$ cat src/hdl/mtt_pkg.sv
// Shared constants and types of the multi timer table.
`default_nettype none

package mtt_pkg;

    // Operation codes of an input item.
    localparam logic [1:0] OP_REGISTER = 2'd0;
    localparam logic [1:0] OP_CANCEL   = 2'd1;
    localparam logic [1:0] OP_TICK     = 2'd2;

    // Result kinds.
    localparam logic [2:0] K_REGISTERED = 3'd0;
    localparam logic [2:0] K_FULL       = 3'd1;
    localparam logic [2:0] K_CANCELLED  = 3'd2;
    localparam logic [2:0] K_NOT_FOUND  = 3'd3;
    localparam logic [2:0] K_EXPIRED    = 3'd4;
    localparam logic [2:0] K_TICK_DONE  = 3'd5;

    localparam logic [31:0] MAX_SLEEP_RESET = 32'd10000000;
    localparam logic [15:0] FIRST_ID        = 16'd1;

    // One entry of the slot memory.
    typedef struct packed {
        logic [15:0] id;
        logic [31:0] period;
        logic [31:0] remaining;
        logic        reload;
        logic        notify;
    } t_slot;

endpackage

`default_nettype wire

$ cat src/hdl/mtt_if.sv
// Valid/ready channel interfaces for input items and result items.
`default_nettype none

interface mtt_in_if;
    logic        valid;
    logic        ready;
    logic [1:0]  opcode;
    logic [31:0] interval;
    logic        auto_reload;
    logic        notify;
    logic [15:0] cancel_id;
    logic [31:0] elapsed;

    modport source (output valid, opcode, interval, auto_reload, notify, cancel_id, elapsed,
                    input ready);
    modport sink (input valid, opcode, interval, auto_reload, notify, cancel_id, elapsed,
                  output ready);
endinterface

interface mtt_out_if;
    logic        valid;
    logic        ready;
    logic [2:0]  kind;
    logic [15:0] id_out;
    logic        notify_out;
    logic [31:0] next_wake;
    logic        last;

    modport source (output valid, kind, id_out, notify_out, next_wake, last, input ready);
    modport sink (input valid, kind, id_out, notify_out, next_wake, last, output ready);
endinterface

`default_nettype wire

$ cat src/hdl/mtt_slot_mem.sv
// Slot memory: one write port and one read port with registered read data.
`default_nettype none

module mtt_slot_mem #(
    parameter  int NUM_TIMERS = 16,
    localparam int AW         = (NUM_TIMERS > 1) ? $clog2(NUM_TIMERS) : 1
) (
    input  wire logic                 i_clk,
    input  wire logic                 i_re,
    input  wire logic [AW-1:0]        i_raddr,
    output      mtt_pkg::t_slot       o_rdata,
    input  wire logic                 i_we,
    input  wire logic [AW-1:0]        i_waddr,
    input  wire mtt_pkg::t_slot       i_wdata
);
    mtt_pkg::t_slot r_mem [NUM_TIMERS];
    mtt_pkg::t_slot r_rdata;

    always_ff @(posedge i_clk) begin
        if (i_we) begin
            r_mem[i_waddr] <= i_wdata;
        end
    end

    // Read data holds while no read is issued, so a stalled consumer keeps its entry.
    always_ff @(posedge i_clk) begin
        if (i_re) begin
            r_rdata <= r_mem[i_raddr];
        end
    end

    assign o_rdata = r_rdata;

endmodule

`default_nettype wire

$ cat src/hdl/mtt_seq.sv
// Sequencer: decodes items, scans the slot memory and drives the result register.
`default_nettype none

module mtt_seq #(
    parameter  int NUM_TIMERS = 16,
    localparam int AW         = (NUM_TIMERS > 1) ? $clog2(NUM_TIMERS) : 1
) (
    input  wire logic            i_clk,
    input  wire logic            i_rst_n,
    input  wire logic [31:0]     i_max_sleep,
    mtt_in_if.sink               i_in,
    mtt_out_if.source            o_out,
    output      logic            o_mem_re,
    output      logic [AW-1:0]   o_mem_raddr,
    input  wire mtt_pkg::t_slot  i_mem_rdata,
    output      logic            o_mem_we,
    output      logic [AW-1:0]   o_mem_waddr,
    output      mtt_pkg::t_slot  o_mem_wdata
);
    localparam int CW = $clog2(NUM_TIMERS + 1);
    localparam logic [CW-1:0] LastCnt = CW'(NUM_TIMERS);

    typedef enum logic [1:0] {S_IDLE, S_REG, S_SCAN} t_state;

    t_state                r_state;
    logic [NUM_TIMERS-1:0] r_valid;
    logic [15:0]           r_next_id;
    logic [1:0]            r_op;
    logic [31:0]           r_interval;
    logic                  r_reload;
    logic                  r_notify;
    logic [15:0]           r_cid;
    logic [31:0]           r_elapsed;
    logic [31:0]           r_wake;
    logic [CW-1:0]         r_iss;
    logic                  r_p_vld;
    logic [AW-1:0]         r_p_addr;
    logic                  r_o_valid;
    logic [2:0]            r_o_kind;
    logic [15:0]           r_o_id;
    logic                  r_o_note;
    logic [31:0]           r_o_wake;
    logic                  r_o_last;

    logic          out_free;
    logic          free_hit;
    logic [AW-1:0] free_idx;
    logic          p_slot_vld;
    logic [32:0]   diff;
    logic          expire;
    logic [31:0]   cand;
    logic          is_tick;
    logic          match;
    logic          need_emit;
    logic          stall;
    logic          issue;
    logic          scan_end;
    logic          o_load;
    logic [15:0]   id_inc;

    assign out_free = !r_o_valid || o_out.ready;

    // Lowest free slot.
    always_comb begin
        free_hit = 1'b0;
        free_idx = '0;
        for (int k = NUM_TIMERS - 1; k >= 0; k--) begin
            if (!r_valid[k]) begin
                free_hit = 1'b1;
                free_idx = AW'(k);
            end
        end
    end

    // Processing stage of the scan: the read data belongs to slot r_p_addr.
    assign p_slot_vld = r_p_vld && r_valid[r_p_addr];
    assign diff       = {1'b0, i_mem_rdata.remaining} - {1'b0, r_elapsed};
    assign expire     = diff[32] || (diff[31:0] == 32'd0);
    assign cand       = expire ? i_mem_rdata.period : diff[31:0];
    assign is_tick    = (r_op == mtt_pkg::OP_TICK);
    assign match      = p_slot_vld && (i_mem_rdata.id == r_cid);
    assign need_emit  = is_tick ? (p_slot_vld && expire) : match;
    assign stall      = r_p_vld && need_emit && !out_free;
    assign issue      = (r_state == S_SCAN) && !stall && (r_iss != LastCnt);
    assign scan_end   = (r_iss == LastCnt) && !r_p_vld;
    assign id_inc     = r_next_id + 16'd1;

    // A new result enters the output register in this cycle.
    assign o_load = ((r_state == S_REG) && out_free)
                 || ((r_state == S_SCAN) && !stall && (need_emit || (scan_end && out_free)));

    assign o_mem_re    = issue;
    assign o_mem_raddr = r_iss[AW-1:0];

    always_comb begin
        o_mem_we    = 1'b0;
        o_mem_waddr = r_p_addr;
        o_mem_wdata = i_mem_rdata;
        if (r_state == S_REG) begin
            o_mem_we              = free_hit && out_free;
            o_mem_waddr           = free_idx;
            o_mem_wdata.id        = r_next_id;
            o_mem_wdata.period    = r_interval;
            o_mem_wdata.remaining = r_interval;
            o_mem_wdata.reload    = r_reload;
            o_mem_wdata.notify    = r_notify;
        end else if (r_state == S_SCAN) begin
            // Surviving entries get their new remaining time written back.
            o_mem_we = is_tick && p_slot_vld && !stall && (!expire || i_mem_rdata.reload);
            o_mem_wdata.remaining = cand;
        end
    end

    always_ff @(posedge i_clk) begin
        if (!i_rst_n) begin
            r_state   <= S_IDLE;
            r_valid   <= '0;
            r_next_id <= mtt_pkg::FIRST_ID;
            r_iss     <= '0;
            r_p_vld   <= 1'b0;
            r_o_valid <= 1'b0;
        end else begin
            if (o_load) begin
                r_o_valid <= 1'b1;
            end else if (o_out.ready) begin
                r_o_valid <= 1'b0;
            end
            unique case (r_state)
                S_IDLE: begin
                    if (i_in.valid) begin
                        r_op       <= i_in.opcode;
                        r_interval <= i_in.interval;
                        r_reload   <= i_in.auto_reload;
                        r_notify   <= i_in.notify;
                        r_cid      <= i_in.cancel_id;
                        r_elapsed  <= i_in.elapsed;
                        r_wake     <= i_max_sleep;
                        r_iss      <= '0;
                        r_p_vld    <= 1'b0;
                        case (i_in.opcode) inside
                            mtt_pkg::OP_REGISTER:                   r_state <= S_REG;
                            mtt_pkg::OP_CANCEL, mtt_pkg::OP_TICK:   r_state <= S_SCAN;
                            default:                                r_state <= S_IDLE;
                        endcase
                    end
                end
                S_REG: begin
                    if (out_free) begin
                        r_o_note  <= 1'b0;
                        r_o_wake  <= 32'd0;
                        r_o_last  <= 1'b1;
                        if (free_hit) begin
                            r_valid[free_idx] <= 1'b1;
                            r_next_id <= (id_inc == 16'd0) ? mtt_pkg::FIRST_ID : id_inc;
                            r_o_kind  <= mtt_pkg::K_REGISTERED;
                            r_o_id    <= r_next_id;
                        end else begin
                            r_o_kind  <= mtt_pkg::K_FULL;
                            r_o_id    <= 16'd0;
                        end
                        r_state <= S_IDLE;
                    end
                end
                S_SCAN: begin
                    if (!stall) begin
                        // A cancel that hits ends the scan, so nothing stays in flight.
                        r_p_vld  <= issue && (is_tick || !match);
                        r_p_addr <= r_iss[AW-1:0];
                        if (issue) begin
                            r_iss <= r_iss + CW'(1);
                        end
                        if (is_tick && p_slot_vld) begin
                            if (expire) begin
                                r_o_kind  <= mtt_pkg::K_EXPIRED;
                                r_o_id    <= i_mem_rdata.id;
                                r_o_note  <= i_mem_rdata.notify;
                                r_o_wake  <= 32'd0;
                                r_o_last  <= 1'b0;
                                if (!i_mem_rdata.reload) begin
                                    r_valid[r_p_addr] <= 1'b0;
                                end
                            end
                            if ((!expire || i_mem_rdata.reload) && (cand < r_wake)) begin
                                r_wake <= cand;
                            end
                        end else if (!is_tick && match) begin
                            r_valid[r_p_addr] <= 1'b0;
                            r_o_kind  <= mtt_pkg::K_CANCELLED;
                            r_o_id    <= r_cid;
                            r_o_note  <= 1'b0;
                            r_o_wake  <= 32'd0;
                            r_o_last  <= 1'b1;
                            r_state   <= S_IDLE;
                        end
                        if (scan_end && out_free) begin
                            r_o_kind  <= is_tick ? mtt_pkg::K_TICK_DONE : mtt_pkg::K_NOT_FOUND;
                            r_o_id    <= 16'd0;
                            r_o_note  <= 1'b0;
                            r_o_wake  <= is_tick ? r_wake : 32'd0;
                            r_o_last  <= 1'b1;
                            r_state   <= S_IDLE;
                        end
                    end
                end
                default: r_state <= S_IDLE;
            endcase
        end
    end

    assign i_in.ready       = (r_state == S_IDLE);
    assign o_out.valid      = r_o_valid;
    assign o_out.kind       = r_o_kind;
    assign o_out.id_out     = r_o_id;
    assign o_out.notify_out = r_o_note;
    assign o_out.next_wake  = r_o_wake;
    assign o_out.last       = r_o_last;

    a_pstage_in_scan: assert property (@(posedge i_clk) disable iff (!i_rst_n)
        r_p_vld |-> (r_state == S_SCAN))
        else $error("processing stage busy outside a scan");

    a_id_nonzero: assert property (@(posedge i_clk) disable iff (!i_rst_n)
        r_state == S_REG |-> (r_next_id != 16'd0))
        else $error("next id is zero");

    a_expired_not_last: assert property (@(posedge i_clk) disable iff (!i_rst_n)
        (r_o_valid && r_o_kind == mtt_pkg::K_EXPIRED) |-> !r_o_last)
        else $error("expired result flagged as last");

    a_scan_write_valid: assert property (@(posedge i_clk) disable iff (!i_rst_n)
        (o_mem_we && r_state == S_SCAN) |-> r_valid[r_p_addr])
        else $error("write back to a free slot");

    a_issue_bound: assert property (@(posedge i_clk) disable iff (!i_rst_n)
        r_iss <= LastCnt)
        else $error("scan counter past the table");

endmodule

`default_nettype wire

$ cat src/hdl/multi_timer_table_core.sv
// Top level of the multi timer table: configuration register, sequencer and slot memory.
//
// Usage: input items arrive on i_in (valid/ready); an item is taken when both are high.
// Opcode register stores a timer in the lowest free slot and answers with its id or
// with table full. Cancel frees the lowest slot holding the given id or answers not
// found. Tick subtracts the elapsed time from every live slot, emits one expired
// item per expiring slot in slot order, then a tick done item carrying next_wake.
// Opcode 3 is swallowed without a result. Every input's final result has last set.
// A register result is loaded in state S_REG once the output register is free, after
// which the sequencer returns to idle. Cancel and tick walk the slot memory one slot
// per cycle, unless a held result stalls the scan, through its single read port: tick
// done follows the last slot; a cancel that hits slot k answers as slot k is processed.
// The next item is accepted as soon as the previous one has handed its last result
// to the output register, even while that result still waits to be taken.
// A stalled receiver freezes the scan in place; no result is dropped or repeated.
// Reset (i_rst_n low, synchronous) frees all slots, sets the next id to 1 and loads
// max_sleep with 10000000. i_cfg_we writes max_sleep; do so only while idle.
`default_nettype none

module multi_timer_table_core #(
    parameter int NUM_TIMERS = 16
) (
    input  wire logic        i_clk,
    input  wire logic        i_rst_n,
    input  wire logic        i_cfg_we,
    input  wire logic [31:0] i_cfg_wdata,
    mtt_in_if.sink           i_in,
    mtt_out_if.source        o_out
);
    localparam int AW = (NUM_TIMERS > 1) ? $clog2(NUM_TIMERS) : 1;

    logic [31:0]    r_max_sleep;
    logic           mem_re;
    logic [AW-1:0]  mem_raddr;
    mtt_pkg::t_slot mem_rdata;
    logic           mem_we;
    logic [AW-1:0]  mem_waddr;
    mtt_pkg::t_slot mem_wdata;

    // The cap on next_wake; sampled when an item is accepted.
    always_ff @(posedge i_clk) begin
        if (!i_rst_n) begin
            r_max_sleep <= mtt_pkg::MAX_SLEEP_RESET;
        end else if (i_cfg_we) begin
            r_max_sleep <= i_cfg_wdata;
        end
    end

    mtt_seq #(
        .NUM_TIMERS (NUM_TIMERS)
    ) u_seq (
        .i_clk       (i_clk),
        .i_rst_n     (i_rst_n),
        .i_max_sleep (r_max_sleep),
        .i_in        (i_in),
        .o_out       (o_out),
        .o_mem_re    (mem_re),
        .o_mem_raddr (mem_raddr),
        .i_mem_rdata (mem_rdata),
        .o_mem_we    (mem_we),
        .o_mem_waddr (mem_waddr),
        .o_mem_wdata (mem_wdata)
    );

    // Entries are only ever used for slots whose valid bit is set, so the
    // memory needs no clearing.
    mtt_slot_mem #(
        .NUM_TIMERS (NUM_TIMERS)
    ) u_mem (
        .i_clk   (i_clk),
        .i_re    (mem_re),
        .i_raddr (mem_raddr),
        .o_rdata (mem_rdata),
        .i_we    (mem_we),
        .i_waddr (mem_waddr),
        .i_wdata (mem_wdata)
    );

endmodule

`default_nettype wire

$ cat src/flat_wrapper.sv
// flat-port wrapper written by rule: the top's interface ports become plain ports
module multi_timer_table_core_flat 
#(
    parameter int NUM_TIMERS = 16
)
  (i_clk, i_rst_n, i_cfg_we, i_cfg_wdata, i_in_valid, i_in_opcode, i_in_interval, i_in_auto_reload, i_in_notify, i_in_cancel_id, i_in_elapsed, i_in_ready, o_out_valid, o_out_kind, o_out_id_out, o_out_notify_out, o_out_next_wake, o_out_last, o_out_ready);
  mtt_in_if i_in_i ();
  mtt_out_if o_out_i ();
  input  wire logic i_clk;
  input  wire logic i_rst_n;
  input  wire logic i_cfg_we;
  input  wire logic [31:0] i_cfg_wdata;
  input wire logic [$bits(i_in_i.valid)-1:0] i_in_valid;
  input wire logic [$bits(i_in_i.opcode)-1:0] i_in_opcode;
  input wire logic [$bits(i_in_i.interval)-1:0] i_in_interval;
  input wire logic [$bits(i_in_i.auto_reload)-1:0] i_in_auto_reload;
  input wire logic [$bits(i_in_i.notify)-1:0] i_in_notify;
  input wire logic [$bits(i_in_i.cancel_id)-1:0] i_in_cancel_id;
  input wire logic [$bits(i_in_i.elapsed)-1:0] i_in_elapsed;
  output wire logic [$bits(i_in_i.ready)-1:0] i_in_ready;
  output wire logic [$bits(o_out_i.valid)-1:0] o_out_valid;
  output wire logic [$bits(o_out_i.kind)-1:0] o_out_kind;
  output wire logic [$bits(o_out_i.id_out)-1:0] o_out_id_out;
  output wire logic [$bits(o_out_i.notify_out)-1:0] o_out_notify_out;
  output wire logic [$bits(o_out_i.next_wake)-1:0] o_out_next_wake;
  output wire logic [$bits(o_out_i.last)-1:0] o_out_last;
  input wire logic [$bits(o_out_i.ready)-1:0] o_out_ready;
  assign i_in_i.valid = i_in_valid;
  assign i_in_i.opcode = i_in_opcode;
  assign i_in_i.interval = i_in_interval;
  assign i_in_i.auto_reload = i_in_auto_reload;
  assign i_in_i.notify = i_in_notify;
  assign i_in_i.cancel_id = i_in_cancel_id;
  assign i_in_i.elapsed = i_in_elapsed;
  assign i_in_ready = i_in_i.ready;
  assign o_out_valid = o_out_i.valid;
  assign o_out_kind = o_out_i.kind;
  assign o_out_id_out = o_out_i.id_out;
  assign o_out_notify_out = o_out_i.notify_out;
  assign o_out_next_wake = o_out_i.next_wake;
  assign o_out_last = o_out_i.last;
  assign o_out_i.ready = o_out_ready;
  multi_timer_table_core #(.NUM_TIMERS(NUM_TIMERS)) u_core (.i_clk(i_clk), .i_rst_n(i_rst_n), .i_cfg_we(i_cfg_we), .i_cfg_wdata(i_cfg_wdata), .i_in(i_in_i), .o_out(o_out_i));
endmodule
$ cat config.mk
export PLATFORM = sky130hd
export DESIGN_NAME = multi_timer_table_core_flat
export DESIGN_NICKNAME = d
export VERILOG_FILES = /design/src/hdl/mtt_pkg.sv /design/src/hdl/mtt_if.sv /design/src/hdl/mtt_slot_mem.sv /design/src/hdl/mtt_seq.sv /design/src/hdl/multi_timer_table_core.sv /design/src/flat_wrapper.sv
export SDC_FILE = /design/constraint.sdc
export NUM_CORES = 2
export LEC_CHECK = 0
export BUFFER_PORTS_ARGS = -buffer_cell sky130_fd_sc_hd__buf_2
export CORE_MARGIN = 4
export CORE_UTILIZATION = 51
export DETAILED_ROUTE_END_ITERATION = 10
export GPL_TIMING_DRIVEN = 0
export PLACE_DENSITY = 0.67
export SLEW_MARGIN = 15
export SYNTH_ARGS = -nofsm -noshare
export SYNTH_HDL_FRONTEND = slang
export SYNTH_SLANG_ARGS = --single-unit
$ cat constraint.sdc
create_clock -name i_clk -period 11.75 [get_ports i_clk]
set_input_delay 2.35 -clock i_clk [delete_from_list [all_inputs] [get_ports i_clk]]
set_output_delay 2.35 -clock i_clk [all_outputs]
set_load 0.05 [all_outputs]
==> reports/metrics.cfg <==
[outcome]
status = completed

[setup_path]
critical_path_required_ns = 12.17
path_max_fanout = 32
crit_slowest_cell = sky130_fd_sc_hd__o211a_2
startpoint_type = flip-flop
critPathArrivalTime_ns = 9.20
setup.worst_path.end_class = flip-flop
setup.worst_path.class = reg -> reg
max_stage_delay_ns = 0.85

[timing]
setup_violations = 0
postLayoutSetupSlackWorst_ns = 2.968
skew_ns = 0.03791
slew_violations = 0
worst-slew-pin-transition_ns = 1.243
finalCritPeriodShare = 0.7474
finalHoldViolCount = 0
maxSlewHeadroom = 0.1665
period_needed_ns = 8.782
fmax_mhz = 113.9
rsz_0062_raised_after_global_routing = no

[detailed_routing]
wl_per_cell_um = 32.62
detailedRoute.firstPassIterationCount = 9
drt-initial-drc-count = 6165
ant_nets = 0
drt_drc_violations_left = 0
finalWirelength_um = 196500
route.detailed.vias_per_inst = 6.353
vias = 38270

[clock_network]
post-cts-setup-buffer-count = 0
cts_inserted_buffers = 165
ctsLongestPathBuffers = 3
cts.hold.buffers_added = 0
clk_pin_slew_worst_paths_ns = 0.06
tritoncts = done
resize_count_post_cts = 0
clk_root_buffer_cell = sky130_fd_sc_hd__clkbuf_16
clock_sink_count = 1640
htree_num_levels = 4
clock_latency_on_the_worst_skew_pair_ns = 0.81

[grt]
vias_in_the_first_global_route = 36760
grt_start_max_net_pins = 39
global_routing_usage_summed_across_all_routing_layers = 0.2893
grt_pass1_wl_um = 276900
congestion_overflow_gr = 0
antenna_found_initial = 4

[final_layout]
postLayoutCoreUtil = 0.5969
mostFrequentLayoutCell = sky130_fd_sc_hd__edfxtp_1
post_route_cells_drive_above_1_share = 0.2956
layout.cells.most_common_list = sky130_fd_sc_hd__edfxtp_1 (1567), sky130_fd_sc_hd__mux4_2 (415), sky130_fd_sc_hd__buf_2 (277)
layout.nets = 4346
synthesis_to_layout_area_growth_pct = 16.06
finish.cell_count_without_fillers = 6024

[placement]
routability_congestion_estimate = 0.9636
place_worst_setup_slack_ns = 3.300
place_inst = 5728
hpwl_dp_um = 144000
place.port_buffers = 174

[synthesis]
synth.cell_area_sq_um = 66680
post-synth-top-area-cell = sky130_fd_sc_hd__edfxtp_1
synth_top_area_frac = 0.7057
netlist-cell-type-count = 79
post_synth_main_area_contributors = sky130_fd_sc_hd__edfxtp_1 (71%), sky130_fd_sc_hd__mux4_2 (14%), sky130_fd_sc_hd__dfxtp_1 (2.2%)
synth_fp_nets = 3706
postSynth.asyncResetShare = 0
synth_enable_flop_cells = 1567
ys_seq_elements = 1640
synthFlopType = sky130_fd_sc_hd__edfxtp_1
synth_area_per_cell_sq_um = 18.98
synthesis.yosys.warnings = 0
yosysSeqAreaShare = 0.7276
post_synthesis_cell_count = 3513

[floorplanning]
floorplan.rows = 132
core_ar_sq_um = 129600
die_ar_sq_um = 136600
initial_standard_cell_utilization_of_the_core = 0.5143
die_y_um = 369.6
die_x_um = 369.6
ports_placed_on_the_boundary = 176

[power]
vdd_ir_drop_max_v = 0.0001719
cellLeakagePower_nw = 25.81
power-per-cell-area_nw_per_um2 = 181.3

[run]
number_of_max_cap_violations = 0

[hold_path]
hp-class = reg -> reg

-- power breakdown --
group | internal [mW] | total (mW) | switching (mW) | leakage, nW
combinational | 0.944 | 2.28 | 1.34 | 8.60
clock | 2.79 | 4.98 | 2.19 | 2.46
sequential | 6.69 | 6.77 | 0.0820 | 14.7
-- cell families (layout without fill, tap and decap cells) --
| group | after synthesis | in the layout | synth area share |
|---|---|---|---|
| DFF | 1640 | 1640 | 0.7276 |
| and+or+nand+nor | 567 | 567 | 0.04227 |
| muxes | 484 | 484 | 0.1512 |
| AOI/OAI and AO/OA | 409 | 409 | 0.04271 |
| buffers and inverters | 301 | 1067 | 0.01741 |
| adders and majority gates | 72 | 72 | 0.01362 |
| xor gates and xnor gates | 40 | 40 | 0.005254 |
| other | 0 | 3 | 0 |
-- flip-flops by register name (all words and copies together), names as in the netlist, 3 cells and up --
| name | count |
|---|---|
| u_core.r_max_sleep | 32 |
| u_core.u_seq.r_interval | 32 |
| u_core.u_mem.o_rdata | 82 |
| u_core.u_seq.r_cid | 16 |
| u_core.u_seq.r_iss | 5 |
| u_core.u_seq.o_out.next_wake | 32 |
| u_core.u_seq.o_out.id_out | 16 |
| u_core.u_seq.o_out.kind | 3 |
| u_core.u_seq.r_elapsed | 32 |
| u_core.u_mem.r_mem | 1312 |
| u_core.u_seq.r_wake | 32 |
| u_core.u_seq.r_next_id | 16 |
| u_core.u_seq.r_valid | 16 |
| u_core.u_seq.r_p_addr | 4 |
-- layer usage --
layer,up-vias,part of all wire,global-route usage
met1,19900,0.40,0.4299
met2,2459,0.45,0.4238
met5,-,0.000056,0
met4,2,0.030,0.08837
li1,15610,-,-
met3,302,0.12,0.07787
-- critical path: cells and delay by family, from the launching register on --
kind,cells,cell delay [ns]
AOI/OAI and AO/OA,15,4.53
and+or+nand+nor,4,1.19
adders and majority gates,3,0.96
buffers and inverters,3,0.61
xor gates and xnor gates,1,0.56
DFF,1,0.54
-- path summary, 6_finish.rpt --
| check | start | endpoint | slack, ns | cells past startpoint |
|---|---|---|---|---|
| worst max-delay path | u_core.u_seq.r_elapsed[0] | u_core.u_seq.r_wake[29] | 2.97 | 26 |
| worst min register to register | u_core.u_seq.r_iss[2] | u_core.u_seq.r_p_addr[2] | 0.45 | 0 |
| worst max register to register | u_core.u_seq.r_elapsed[0] | u_core.u_seq.r_wake[29] | 2.97 | 26 |
| worst min-delay path | u_core.u_seq.r_iss[2] | u_core.u_seq.r_p_addr[2] | 0.45 | 0 |
-- final cells by class --
cell class	instances	area (sq um)
Fill cell	9375	52260
Sequential cell	1640	48520
Multi-Input combinational cell	1572	17260
Clock buffer	214	4418
Timing Repair Buffer	473	3174
Tap cell	1742	2180
Buffer	176	729.5
Clock inverter	79	635.6
Inverter	125	469.2
Antenna cell	3	7.507
-- through the flow --
stage,setup TNS [ns],area (sq um),total power [mW],hold slack [ns]
CTS,0,77360,14.08,0.4418
finish,0,77390,14.03,0.4485
detailed placement,0,72310,9.147,0.4246
floorplan,-105.10,66680,8.350,0.4064
global route,0,77390,14.50,0.4600
global placement,-,69730,9.087,0.4305
-- synthesized netlist by cell type (9+ instances only) --
library cell               count
sky130_fd_sc_hd__nand2b_1     11
sky130_fd_sc_hd__a21boi_0     20
sky130_fd_sc_hd__and3_1       14
sky130_fd_sc_hd__dfxtp_1      73
sky130_fd_sc_hd__o31ai_1      26
sky130_fd_sc_hd__a222oi_1     16
sky130_fd_sc_hd__o211ai_1     21
sky130_fd_sc_hd__nor3_1       39
sky130_fd_sc_hd__xnor2_1      31
sky130_fd_sc_hd__buf_1        38
sky130_fd_sc_hd__nor2_1      141
sky130_fd_sc_hd__a21o_1       41
sky130_fd_sc_hd__mux2i_1      35
sky130_fd_sc_hd__nand4_1      24
sky130_fd_sc_hd__nand2_1     139
sky130_fd_sc_hd__nor4_1       15
sky130_fd_sc_hd__mux2_2       34
sky130_fd_sc_hd__edfxtp_1   1567
sky130_fd_sc_hd__nand3_1      36
sky130_fd_sc_hd__o21a_1       17
sky130_fd_sc_hd__a21oi_2      10
sky130_fd_sc_hd__xor2_1        9
sky130_fd_sc_hd__inv_1       124
sky130_fd_sc_hd__and2_1       50
sky130_fd_sc_hd__ha_1         71
sky130_fd_sc_hd__or3_1        12
sky130_fd_sc_hd__nor2b_1      46
sky130_fd_sc_hd__mux4_2      415
sky130_fd_sc_hd__o21ai_0      89
sky130_fd_sc_hd__a211oi_1     24
sky130_fd_sc_hd__clkbuf_1    127
sky130_fd_sc_hd__a31oi_1      10
sky130_fd_sc_hd__a21oi_1      67
No activity file was read; power rests on OpenSTA's default activity.
